$ cat src/rtl/core/histogram_peak_segmenter_top_assert.svh
// assertion macros for the histogram peak segmenter
`ifndef HISTOGRAM_PEAK_SEGMENTER_TOP_ASSERT_SVH
`define HISTOGRAM_PEAK_SEGMENTER_TOP_ASSERT_SVH
`ifndef ASSERT_OFF
`define HPS_ASSERT_IMP(name, ante, cons) \
	name: assert property (@(posedge clk) disable iff (!arst_n) (ante) |-> (cons)) \
		else $error("hps assertion failed");
`define HPS_ASSERT_NXT(name, ante, cons) \
	name: assert property (@(posedge clk) disable iff (!arst_n) (ante) |=> (cons)) \
		else $error("hps assertion failed");
`else
`define HPS_ASSERT_IMP(name, ante, cons)
`define HPS_ASSERT_NXT(name, ante, cons)
`endif
`endif

$ cat src/rtl/core/hps_pkg.sv
// types and constants shared by the histogram peak segmenter
package hps_pkg;

	localparam int POS_W     = 17;
	localparam int CNT_W     = 32;
	localparam int PEAKS_W   = 10;
	localparam int CFG_IDX_W = 3;
	localparam int OUTQ_DEPTH = 4;
	localparam int OUTQ_PTR_W = 2;
	localparam int OUTQ_CNT_W = 3;

	typedef enum logic [CFG_IDX_W-1:0] {
		REG_LOW_THR    = 3'd0,
		REG_MID_THR    = 3'd1,
		REG_UPPER_THR  = 3'd2,
		REG_MAX_PEAKS  = 3'd3,
		REG_COUNT_ZERO = 3'd4
	} cfg_reg_t;

	typedef enum logic {
		KIND_PEAK    = 1'b0,
		KIND_SUMMARY = 1'b1
	} kind_t;

	localparam logic [CNT_W-1:0]   LOW_THR_RST    = 32'd5;
	localparam logic [CNT_W-1:0]   MID_THR_RST    = 32'd16;
	localparam logic [CNT_W-1:0]   UPPER_THR_RST  = 32'h7FFF_FFFF;
	localparam logic [PEAKS_W-1:0] MAX_PEAKS_RST  = 10'd48;
	localparam logic               COUNT_ZERO_RST = 1'b0;

	typedef struct packed {
		logic [CNT_W-1:0]   low_thr;
		logic [CNT_W-1:0]   mid_thr;
		logic [CNT_W-1:0]   upper_thr;
		logic [PEAKS_W-1:0] max_peaks;
		logic               count_zero;
	} cfg_t;

	typedef struct packed {
		logic               kind;
		logic [POS_W-1:0]   peak_lower;
		logic [POS_W-1:0]   peak_upper;
		logic [POS_W-1:0]   peak_position;
		logic [CNT_W-1:0]   peak_value;
		logic [PEAKS_W-1:0] peaks_found;
		logic               truncated;
		logic [POS_W-1:0]   widest_width;
		logic [POS_W-1:0]   widest_upper;
		logic [POS_W-1:0]   first_nonzero;
		logic               last;
	} res_t;

	typedef struct packed {
		logic [1:0] cnt;
		res_t       a;
		res_t       b;
	} push_t;

endpackage

$ cat src/rtl/core/hps_if.sv
// valid/ready channel interfaces for bins and results
interface hps_bin_if;
	logic                      valid;
	logic                      ready;
	logic [hps_pkg::CNT_W-1:0] bin_count;
	logic                      last_bin;

	modport source (output valid, output bin_count, output last_bin, input ready);
	modport sink (input valid, input bin_count, input last_bin, output ready);
endinterface

interface hps_res_if;
	logic                        valid;
	logic                        ready;
	logic                        kind;
	logic [hps_pkg::POS_W-1:0]   peak_lower;
	logic [hps_pkg::POS_W-1:0]   peak_upper;
	logic [hps_pkg::POS_W-1:0]   peak_position;
	logic [hps_pkg::CNT_W-1:0]   peak_value;
	logic [hps_pkg::PEAKS_W-1:0] peaks_found;
	logic                        truncated;
	logic [hps_pkg::POS_W-1:0]   widest_width;
	logic [hps_pkg::POS_W-1:0]   widest_upper;
	logic [hps_pkg::POS_W-1:0]   first_nonzero;
	logic                        last;

	modport source (output valid, output kind, output peak_lower, output peak_upper,
		output peak_position, output peak_value, output peaks_found, output truncated,
		output widest_width, output widest_upper, output first_nonzero, output last,
		input ready);
	modport sink (input valid, input kind, input peak_lower, input peak_upper,
		input peak_position, input peak_value, input peaks_found, input truncated,
		input widest_width, input widest_upper, input first_nonzero, input last,
		output ready);
endinterface

$ cat src/rtl/core/hps_cfg.sv
// configuration register file
module hps_cfg (
	input  logic                           clk,
	input  logic                           arst_n,
	input  logic                           cfg_we,
	input  logic [hps_pkg::CFG_IDX_W-1:0]  cfg_index,
	input  logic [hps_pkg::CNT_W-1:0]      cfg_data,
	output hps_pkg::cfg_t                  cfg
);
	import hps_pkg::*;

	cfg_t cfg_q;

	always_ff @(posedge clk or negedge arst_n) begin
		if (!arst_n) begin
			cfg_q.low_thr    <= LOW_THR_RST;
			cfg_q.mid_thr    <= MID_THR_RST;
			cfg_q.upper_thr  <= UPPER_THR_RST;
			cfg_q.max_peaks  <= MAX_PEAKS_RST;
			cfg_q.count_zero <= COUNT_ZERO_RST;
		end else if (cfg_we) begin
			unique case (cfg_reg_t'(cfg_index))
				REG_LOW_THR:    cfg_q.low_thr    <= cfg_data;
				REG_MID_THR:    cfg_q.mid_thr    <= cfg_data;
				REG_UPPER_THR:  cfg_q.upper_thr  <= cfg_data;
				REG_MAX_PEAKS:  cfg_q.max_peaks  <= cfg_data[PEAKS_W-1:0];
				REG_COUNT_ZERO: cfg_q.count_zero <= cfg_data[0];
				default: ;
			endcase
		end
	end

	assign cfg = cfg_q;
endmodule

$ cat src/rtl/core/hps_core.sv
// input register and per-bin hill, run and summary tracking
module hps_core #(
	parameter int MAX_BINS   = 65536,
	parameter int PEAK_LIMIT = 1023
) (
	input  logic            clk,
	input  logic            arst_n,
	hps_bin_if.sink         hist,
	input  hps_pkg::cfg_t   cfg,
	input  logic            room,
	output hps_pkg::push_t  push
);
	import hps_pkg::*;

	localparam int BIN_W = $clog2(MAX_BINS + 1);

	logic             s1_valid_q;
	logic [CNT_W-1:0] count_s1;
	logic             last_s1;
	logic             commit;

	logic [BIN_W-1:0]   idx_q, hstart_q, bpos_q, rstart_q, rwidest_q, rlast_q, first_q;
	logic [CNT_W-1:0]   bval_q;
	logic [PEAKS_W-1:0] peaks_q;
	logic               hopen_q, over_q, ropen_q, nzseen_q;

	logic [BIN_W-1:0]   idx_n, hstart_n, bpos_n, rstart_n, rwidest_n, rlast_n, first_n;
	logic [CNT_W-1:0]   bval_n;
	logic [PEAKS_W-1:0] peaks_n;
	logic               hopen_n, over_n, ropen_n, nzseen_n;

	logic [PEAKS_W-1:0] limit;
	logic               full, in_range, nz;
	logic [CNT_W-1:0]   v;
	logic [BIN_W-1:0]   run_w;
	logic               rec_valid;
	res_t               rec, sum;

	assign commit     = s1_valid_q && room;
	assign hist.ready = !s1_valid_q || room;

	always_ff @(posedge clk or negedge arst_n) begin
		if (!arst_n) begin
			s1_valid_q <= 1'b0;
		end else if (hist.valid && hist.ready) begin
			s1_valid_q <= 1'b1;
		end else if (commit) begin
			s1_valid_q <= 1'b0;
		end
	end

	always_ff @(posedge clk) begin
		if (hist.valid && hist.ready) begin
			count_s1 <= hist.bin_count;
			last_s1  <= hist.last_bin;
		end
	end

	assign limit = (cfg.max_peaks < PEAKS_W'(PEAK_LIMIT)) ? cfg.max_peaks
		: PEAKS_W'(PEAK_LIMIT);
	assign full     = peaks_q >= limit;
	assign in_range = idx_q < BIN_W'(MAX_BINS);
	assign v        = (idx_q == '0 && !cfg.count_zero) ? '0 : count_s1;
	assign nz       = v != '0;
	assign run_w    = idx_q - rstart_q;

	always_comb begin
		idx_n     = idx_q;
		hstart_n  = hstart_q;
		bpos_n    = bpos_q;
		bval_n    = bval_q;
		hopen_n   = hopen_q;
		over_n    = over_q;
		peaks_n   = peaks_q;
		ropen_n   = ropen_q;
		rstart_n  = rstart_q;
		rwidest_n = rwidest_q;
		rlast_n   = rlast_q;
		first_n   = first_q;
		nzseen_n  = nzseen_q;
		rec_valid = 1'b0;
		rec       = '0;
		sum       = '0;

		if (in_range) begin
			if (nz && !nzseen_q) begin
				first_n  = idx_q;
				nzseen_n = 1'b1;
			end
			if (!full) begin
				if (nz && !ropen_q) begin
					ropen_n  = 1'b1;
					rstart_n = idx_q;
				end else if (!nz && ropen_q) begin
					rlast_n = idx_q;
					if (run_w > rwidest_q) begin
						rwidest_n = run_w;
					end
					ropen_n = 1'b0;
				end
				if (v > cfg.low_thr) begin
					if (!hopen_q) begin
						hopen_n  = 1'b1;
						hstart_n = idx_q;
					end
					if (v > cfg.upper_thr) begin
						over_n = 1'b1;
					end
					if (v > cfg.mid_thr && v > bval_q) begin
						bpos_n = idx_q;
						bval_n = v;
					end
				end else if (hopen_q) begin
					if (bval_q != '0 && !over_q) begin
						rec_valid         = 1'b1;
						rec.peak_lower    = POS_W'(hstart_q);
						rec.peak_upper    = POS_W'(idx_q);
						rec.peak_position = POS_W'(bpos_q);
						rec.peak_value    = bval_q;
						peaks_n           = peaks_q + 1'b1;
					end
					hopen_n  = 1'b0;
					hstart_n = '0;
					bpos_n   = '0;
					bval_n   = '0;
					over_n   = 1'b0;
				end
			end
			idx_n = idx_q + 1'b1;
		end

		if (last_s1) begin
			// close a hill still open at the end
			if (!full && hopen_n && bval_n != '0) begin
				rec_valid         = 1'b1;
				rec.peak_lower    = POS_W'(hstart_n);
				rec.peak_upper    = POS_W'(idx_n);
				rec.peak_position = POS_W'(bpos_n);
				rec.peak_value    = bval_n;
				peaks_n           = peaks_n + 1'b1;
			end
			sum.kind          = KIND_SUMMARY;
			sum.peaks_found   = peaks_n;
			sum.truncated     = full;
			sum.widest_width  = POS_W'(rwidest_n);
			sum.widest_upper  = POS_W'(rlast_n);
			sum.first_nonzero = POS_W'(first_n);
			sum.last          = 1'b1;
			idx_n     = '0;
			hstart_n  = '0;
			bpos_n    = '0;
			bval_n    = '0;
			hopen_n   = 1'b0;
			over_n    = 1'b0;
			peaks_n   = '0;
			ropen_n   = 1'b0;
			rstart_n  = '0;
			rwidest_n = '0;
			rlast_n   = '0;
			first_n   = '0;
			nzseen_n  = 1'b0;
		end
		rec.kind = KIND_PEAK;
		rec.last = !last_s1;
	end

	always_ff @(posedge clk or negedge arst_n) begin
		if (!arst_n) begin
			idx_q     <= '0;
			hstart_q  <= '0;
			bpos_q    <= '0;
			bval_q    <= '0;
			hopen_q   <= 1'b0;
			over_q    <= 1'b0;
			peaks_q   <= '0;
			ropen_q   <= 1'b0;
			rstart_q  <= '0;
			rwidest_q <= '0;
			rlast_q   <= '0;
			first_q   <= '0;
			nzseen_q  <= 1'b0;
		end else if (commit) begin
			idx_q     <= idx_n;
			hstart_q  <= hstart_n;
			bpos_q    <= bpos_n;
			bval_q    <= bval_n;
			hopen_q   <= hopen_n;
			over_q    <= over_n;
			peaks_q   <= peaks_n;
			ropen_q   <= ropen_n;
			rstart_q  <= rstart_n;
			rwidest_q <= rwidest_n;
			rlast_q   <= rlast_n;
			first_q   <= first_n;
			nzseen_q  <= nzseen_n;
		end
	end

	always_comb begin
		push.cnt = '0;
		if (commit) begin
			push.cnt = {1'b0, rec_valid} + {1'b0, last_s1};
		end
		push.a = rec_valid ? rec : sum;
		push.b = sum;
	end
endmodule

$ cat src/rtl/core/hps_outq.sv
// result queue that takes up to two results per cycle
module hps_outq (
	input  logic            clk,
	input  logic            arst_n,
	input  hps_pkg::push_t  push,
	output logic            room,
	hps_res_if.source       seg
);
	import hps_pkg::*;

	res_t                  mem_q [OUTQ_DEPTH];
	logic [OUTQ_PTR_W-1:0] wr_q, rd_q;
	logic [OUTQ_CNT_W-1:0] count_q;
	logic                  pop;
	res_t                  head;

	assign room = count_q <= OUTQ_CNT_W'(OUTQ_DEPTH - 2);
	assign pop  = seg.valid && seg.ready;

	always_ff @(posedge clk) begin
		if (push.cnt != 2'd0) begin
			mem_q[wr_q] <= push.a;
		end
		if (push.cnt == 2'd2) begin
			mem_q[wr_q + 1'b1] <= push.b;
		end
	end

	always_ff @(posedge clk or negedge arst_n) begin
		if (!arst_n) begin
			wr_q    <= '0;
			rd_q    <= '0;
			count_q <= '0;
		end else begin
			wr_q    <= wr_q + OUTQ_PTR_W'(push.cnt);
			rd_q    <= rd_q + OUTQ_PTR_W'(pop);
			count_q <= count_q + OUTQ_CNT_W'(push.cnt) - OUTQ_CNT_W'(pop);
		end
	end

	assign head              = mem_q[rd_q];
	assign seg.valid         = count_q != '0;
	assign seg.kind          = head.kind;
	assign seg.peak_lower    = head.peak_lower;
	assign seg.peak_upper    = head.peak_upper;
	assign seg.peak_position = head.peak_position;
	assign seg.peak_value    = head.peak_value;
	assign seg.peaks_found   = head.peaks_found;
	assign seg.truncated     = head.truncated;
	assign seg.widest_width  = head.widest_width;
	assign seg.widest_upper  = head.widest_upper;
	assign seg.first_nonzero = head.first_nonzero;
	assign seg.last          = head.last;
endmodule

$ cat src/rtl/core/histogram_peak_segmenter_top.sv
// top level of the histogram peak segmenter
//
// channel  | role | handshake        | payload
// hist     | in   | valid/ready      | bin_count, last_bin
// seg      | out  | valid/ready      | peak record or end-of-histogram summary
// cfg      | in   | write enable     | cfg_index, cfg_data
//
// one bin per cycle while the queue has room: an input register, compare and
// update logic, then a four-entry result queue
// a bin leaves the input register while the queue holds at most two results;
// a last bin may push two
// a bin's first result is written to the queue when it leaves the input register
// reset clears all tracking state and loads the register defaults
module histogram_peak_segmenter_top #(
	parameter int MAX_BINS   = 65536,
	parameter int PEAK_LIMIT = 1023
) (
	input  logic                          clk,
	input  logic                          arst_n,
	input  logic                          cfg_we,
	input  logic [hps_pkg::CFG_IDX_W-1:0] cfg_index,
	input  logic [hps_pkg::CNT_W-1:0]     cfg_data,
	hps_bin_if.sink                       hist,
	hps_res_if.source                     seg
);
	import hps_pkg::*;

	`include "histogram_peak_segmenter_top_assert.svh"

	cfg_t  cfg;
	push_t push;
	logic  room;

	hps_cfg u_cfg (
		.clk       (clk),
		.arst_n    (arst_n),
		.cfg_we    (cfg_we),
		.cfg_index (cfg_index),
		.cfg_data  (cfg_data),
		.cfg       (cfg)
	);

	hps_core #(
		.MAX_BINS   (MAX_BINS),
		.PEAK_LIMIT (PEAK_LIMIT)
	) u_core (
		.clk    (clk),
		.arst_n (arst_n),
		.hist   (hist),
		.cfg    (cfg),
		.room   (room),
		.push   (push)
	);

	hps_outq u_outq (
		.clk    (clk),
		.arst_n (arst_n),
		.push   (push),
		.room   (room),
		.seg    (seg)
	);

	`HPS_ASSERT_IMP(a_summary_is_last, seg.valid && seg.kind, seg.last)
	`HPS_ASSERT_IMP(a_peak_span, seg.valid && !seg.kind, seg.peak_upper > seg.peak_lower)
	`HPS_ASSERT_IMP(a_pair_order, push.cnt == 2'd2, push.b.kind && !push.a.kind && push.b.last)
	`HPS_ASSERT_NXT(a_pair_visible, push.cnt == 2'd2, seg.valid)
endmodule
$ cat src/flat_wrapper.sv
// flat-port wrapper written by rule: the top's interface ports become plain ports
module histogram_peak_segmenter_top_flat import hps_pkg::*;
#(
	parameter int MAX_BINS   = 65536,
	parameter int PEAK_LIMIT = 1023
)
  (clk, arst_n, cfg_we, cfg_index, cfg_data, hist_valid, hist_bin_count, hist_last_bin, hist_ready, seg_valid, seg_kind, seg_peak_lower, seg_peak_upper, seg_peak_position, seg_peak_value, seg_peaks_found, seg_truncated, seg_widest_width, seg_widest_upper, seg_first_nonzero, seg_last, seg_ready);
  hps_bin_if hist_i ();
  hps_res_if seg_i ();
  input  logic clk;
  input  logic arst_n;
  input  logic cfg_we;
  input  logic [hps_pkg::CFG_IDX_W-1:0] cfg_index;
  input  logic [hps_pkg::CNT_W-1:0] cfg_data;
  input wire logic [$bits(hist_i.valid)-1:0] hist_valid;
  input wire logic [$bits(hist_i.bin_count)-1:0] hist_bin_count;
  input wire logic [$bits(hist_i.last_bin)-1:0] hist_last_bin;
  output wire logic [$bits(hist_i.ready)-1:0] hist_ready;
  output wire logic [$bits(seg_i.valid)-1:0] seg_valid;
  output wire logic [$bits(seg_i.kind)-1:0] seg_kind;
  output wire logic [$bits(seg_i.peak_lower)-1:0] seg_peak_lower;
  output wire logic [$bits(seg_i.peak_upper)-1:0] seg_peak_upper;
  output wire logic [$bits(seg_i.peak_position)-1:0] seg_peak_position;
  output wire logic [$bits(seg_i.peak_value)-1:0] seg_peak_value;
  output wire logic [$bits(seg_i.peaks_found)-1:0] seg_peaks_found;
  output wire logic [$bits(seg_i.truncated)-1:0] seg_truncated;
  output wire logic [$bits(seg_i.widest_width)-1:0] seg_widest_width;
  output wire logic [$bits(seg_i.widest_upper)-1:0] seg_widest_upper;
  output wire logic [$bits(seg_i.first_nonzero)-1:0] seg_first_nonzero;
  output wire logic [$bits(seg_i.last)-1:0] seg_last;
  input wire logic [$bits(seg_i.ready)-1:0] seg_ready;
  assign hist_i.valid = hist_valid;
  assign hist_i.bin_count = hist_bin_count;
  assign hist_i.last_bin = hist_last_bin;
  assign hist_ready = hist_i.ready;
  assign seg_valid = seg_i.valid;
  assign seg_kind = seg_i.kind;
  assign seg_peak_lower = seg_i.peak_lower;
  assign seg_peak_upper = seg_i.peak_upper;
  assign seg_peak_position = seg_i.peak_position;
  assign seg_peak_value = seg_i.peak_value;
  assign seg_peaks_found = seg_i.peaks_found;
  assign seg_truncated = seg_i.truncated;
  assign seg_widest_width = seg_i.widest_width;
  assign seg_widest_upper = seg_i.widest_upper;
  assign seg_first_nonzero = seg_i.first_nonzero;
  assign seg_last = seg_i.last;
  assign seg_i.ready = seg_ready;
  histogram_peak_segmenter_top #(.MAX_BINS(MAX_BINS), .PEAK_LIMIT(PEAK_LIMIT)) u_core (.clk(clk), .arst_n(arst_n), .cfg_we(cfg_we), .cfg_index(cfg_index), .cfg_data(cfg_data), .hist(hist_i), .seg(seg_i));
endmodule
$ cat config.mk
export PLATFORM = sky130hd
export DESIGN_NAME = histogram_peak_segmenter_top_flat
export DESIGN_NICKNAME = d
export VERILOG_FILES = /design/src/rtl/core/hps_pkg.sv /design/src/rtl/core/hps_if.sv /design/src/rtl/core/hps_cfg.sv /design/src/rtl/core/hps_core.sv /design/src/rtl/core/hps_outq.sv /design/src/rtl/core/histogram_peak_segmenter_top.sv /design/src/flat_wrapper.sv
export VERILOG_INCLUDE_DIRS = /design/src /design/src/rtl/core
export SDC_FILE = /design/constraint.sdc
export NUM_CORES = 2
export LEC_CHECK = 0
export BUFFER_PORTS_ARGS = -buffer_cell sky130_fd_sc_hd__buf_2
export CAP_MARGIN = 10
export CORE_ASPECT_RATIO = 0.75
export CORE_MARGIN = 2
export CORE_UTILIZATION = 50
export CTS_CLUSTER_SIZE = 40
export DETAILED_ROUTE_END_ITERATION = 6
export GPL_TIMING_DRIVEN = 0
export HOLD_SLACK_MARGIN = 0.03
export PLACE_DENSITY = 0.7
export SLEW_MARGIN = 10
export SYNTH_ARGS = -nofsm -noshare
export SYNTH_HDL_FRONTEND = slang
export SYNTH_HIERARCHICAL = 1
export SYNTH_SLANG_ARGS = --single-unit
$ cat constraint.sdc
create_clock -name clk -period 38.9 [get_ports clk]
set_clock_uncertainty 0.1 [all_clocks]
set_input_delay 5.835 -clock clk [delete_from_list [all_inputs] [get_ports clk]]
set_output_delay 5.835 -clock clk [all_outputs]
set_load 0.05 [all_outputs]
==> run_results.csv <==
group,metric,value,unit
timing,hold_violations,0,
route,drtPass1Iterations,6,
clock_network,postCtsSetupBuffers,0,
worst_setup_path,r2r_setup_slack,26330,ps
clock_network,cts_hold_buf,0,
route,drt_iter0_drc,4354,
worst_setup_path,path_class,"reg2reg",
cells_and_area,drive_gt1_share,31.0,%
cells_and_area,fin_area,0.0573,mm^2
clock_network,cts_tree,"done",
timing,maxSlewHeadroom,26.7,%
worst_setup_path,cp.depth,40,
place,placed_area,0.0541,mm^2
timing,setup_ws,26330,ps
power,power.density,76.8,mW/mm^2
worst_setup_path,cpPeakStageDelay,670,ps
timing,slew_violations,0,
cells_and_area,fillCellCount,8046,
power,peakVddDrop,0.0000626,V
worst_setup_path,crit_path_frequent_cell,"buf_4",
logic_synthesis,ys_types,88,
floorplan,die_h,278,um
place,routabilityCongestion,0.950,
route,ant_nets,0,
global_route,grtUsageTotal,27.0,%
global_route,grt_overflow_total,0,
clock_network,numCtsBuffers,93,
worst_setup_path,worst_r2r_startpoint,"u_core/u_core/idx_q[0]",
worst_setup_path,rr_worst_depth,40,
global_route,grt_use_met1,41.1,%
logic_synthesis,yosys_warnings,6,
timing,min_period,12570,ps
global_route,grt_pass1_vias,32856,
worst_setup_path,critPathCaptureType,"register",
logic_synthesis,synth-edff-count,621,
floorplan,coreArea,0.0993,mm^2
logic_synthesis,synth-seq-cells,901,
clock_network,clockBufferDepth,3,
global_route,busiest_layer,"met1",
worst_setup_path,slowest_stage,"or4_1",
cells_and_area,areaGrowthSynthToFinish,14.0,%
logic_synthesis,netlist_area,0.0502,mm^2
worst_setup_path,crit_required,39220,ps
global_route,grt_max_degree,92,
worst_setup_path,crit_fanout,10,
worst_setup_path,critPathTopFamily,"simple AND/OR/NAND/NOR gates",
floorplan,start_util,50.6,%
worst_hold_path,min_to,"u_core/u_core/rstart_q[1]",
place,port_buffers,221,
worst_hold_path,hp-class,"reg2reg",
worst_setup_path,path_buf_inv,19,
logic_synthesis,synthArstFlopShare,31.1,%
worst_setup_path,r2r_end,"u_core/u_outq/mem_q[0][86]",
timing,timing.final.crit_share,32.3,%
timing,setup_viol,0,
floorplan,fp.dieArea,0.103,mm^2
worst_hold_path,hp-start,"u_core/u_core/rstart_q[1]",
clock_network,insertion_delay,690,ps
cells_and_area,nets,4465,
floorplan,row_count,100,
route,drt-vias-per-instance,6.00,
global_route,grt_util_met3,5.19,%
global_route,antenna_found_initial,4,
logic_synthesis,syn-mean-instance-area,13.3,um^2
clock_network,htreeDepth,3,
clock_network,clock_sinks,901,
route,drc,0,
timing,grt_setup_unrepaired,"false",
place,dp_slack,26670,ps
clock_network,clkTransAtPathRegs,60,ps
power,p_leak,23.3,nW
job,cap_violations,0,
worst_hold_path,hold_depth,2,
logic_synthesis,synthCells,3774,
floorplan,die_width,370,um
worst_setup_path,start_kind,"register",
global_route,use_met2,39.7,%
global_route,grt_pass1_wl,210000,um
timing,max_freq,79.6,MHz
logic_synthesis,ys_dominant_reg_cell,"edfxtp_1",
cells_and_area,final_util,57.6,%
route,via_count,33762,
status,status,"finished clean",
route,wirelength,140000,um
logic_synthesis,yosysSeqAreaShare,51.2,%
clock_network,cts_resized,0,
clock_network,clockRootBuffer,"clkbuf_16",
place,place_hpwl,101000,um
timing,worst_slew_pin_slew,1090,ps
worst_setup_path,arrival,12890,ps
floorplan,io_pins,222,
route,routedWlPerCell,25.0,um
cells in the mapped netlist, drive strengths merged, types with 5 or more instances:
cell type / instances / area share [%]
edfxtp: 621 / 37
mux2: 695 / 16
and3: 18 / 0.22
nand4: 32 / 0.40
a22oi: 80 / 1.2
dfstp: 36 / 1.9
clkbuf: 108 / 0.81
o31ai: 12 / 0.23
a211oi: 11 / 0.16
a31oi: 5 / 0.062
nand2: 186 / 1.4
o22ai: 32 / 0.40
or4: 6 / 0.11
a21oi: 72 / 0.72
nor3: 54 / 0.57
buf: 228 / 3.6
a21o: 48 / 0.72
or3: 14 / 0.17
ha: 171 / 4.3
nor3b: 5 / 0.075
xnor2: 31 / 0.54
mux4: 147 / 6.6
mux2i: 57 / 1.1
nand3b: 15 / 0.22
a22o: 73 / 1.3
and2: 41 / 0.51
o21a: 11 / 0.16
o311ai: 6 / 0.10
nor2: 115 / 0.87
nor2b: 65 / 0.81
nand3: 41 / 0.42
inv: 196 / 1.5
nor4bb: 5 / 0.10
dfrtp: 244 / 12
nand2b: 11 / 0.14
xor2: 12 / 0.21
and4: 7 / 0.12
o21ai: 185 / 1.9
a211o: 6 / 0.10
nor4: 14 / 0.17
cell usage in the layout (no fill, tap or decap), types with 51 or more instances in the layout:
master,Yosys,layout
dfrtp_1,244,244
nand2_1,185,185
nor3_1,51,51
o21ai_0,180,180
nor2_1,114,113
inv_1,196,196
nor2b_1,65,64
conb_1,1,83
buf_2,41,262
mux4_2,147,147
a22oi_1,80,80
a21oi_1,72,72
ha_1,171,171
buf_4,106,124
mux2_1,183,183
clkbuf_1,107,130
mux2_2,502,502
a22o_1,73,73
edfxtp_1,621,621
clkbuf_16,0,94
mux2i_1,57,57
through the flow:
step,std cells,power (mW),hold WS (ps),setup TNS (ps)
detailed placement,5450,3.46,370,0
global route,5624,4.59,410,0
floorplan,3856,2.88,344,0
CTS,5623,4.40,388,0
global placement,5403,3.48,365,-188450
finish,5629,4.40,387,0
flip-flops by register name (all words and copies together), names as in the netlist, 32 cells and up:
name and cells:
u_core/u_core/count_s1 32, u_core/u_cfg/cfg 107, u_core/u_outq/mem_q 588, u_core/u_core/bval_q 32
metal layers:
layer	wire length (um)	vias to the layer above
met1	62100	16922
met3	13200	231
met4	3500	0
met5	0	-
met2	61700	1551
li1	-	15058
cells by family (layout without fill, tap and decap cells):
kind of cell             Yosys count  after routing  synth area share, %
AND/OR/NAND/NOR                  644            644                 6.65
flip-flops                       901            901                 51.2
other                              1             89              0.00747
multiplexers                     899            899                 23.4
XOR/XNOR                          43             43                0.750
adder cells (fa/ha/maj)          173            173                 4.34
buffers and inverters            532            973                 5.90
AO/OA/AOI/OAI                    581            581                 7.80
where the power goes:
group	total, mW	internal [mW]	switching, mW
logic	2.09	0.705	1.38
registers	1.38	1.29	0.0875
clock network	0.932	0.541	0.391
cell type report:
cell class                      count  area, um^2  share of cell area, %
Antenna cell                        6        15.0                 0.0262
Timing Repair Buffer              268        1870                   3.27
Buffer                            336        2230                   3.89
Tap cell                         1326        1660                   2.90
Inverter                          196         736                   1.28
Sequential cell                   901       25700                   44.9
Clock inverter                     48         601                   1.05
Multi-Input combinational cell   2423       21900                   38.2
Clock buffer                      125        2550                   4.45
worst max path at each step:
stage	end	from
5_1_grt	u_core/u_outq/mem_q[0][84]	u_core/u_core/idx_q[0]
2_1_floorplan	u_core/u_outq/mem_q[0][0]	u_core/u_core/idx_q[6]
4_1_cts	u_core/u_outq/mem_q[0][83]	u_core/u_core/idx_q[0]
3_3_place_gp	u_core/u_outq/mem_q[0][73]	u_core/u_core/idx_q[0]
6_report	u_core/u_outq/mem_q[0][86]	u_core/u_core/idx_q[0]
3_5_place_dp	u_core/u_outq/mem_q[0][83]	u_core/u_core/idx_q[0]
worst register-to-register path: cells and delay by family, from the launching register on:
kind,cells,cell delay [ps]
AO/OA/AOI/OAI,4,1340
AND/OR/NAND/NOR,14,5150
buffers and inverters,19,4490
adder cells (fa/ha/maj),3,810
flip-flops,1,440
Power figures use the tool's default switching activity.
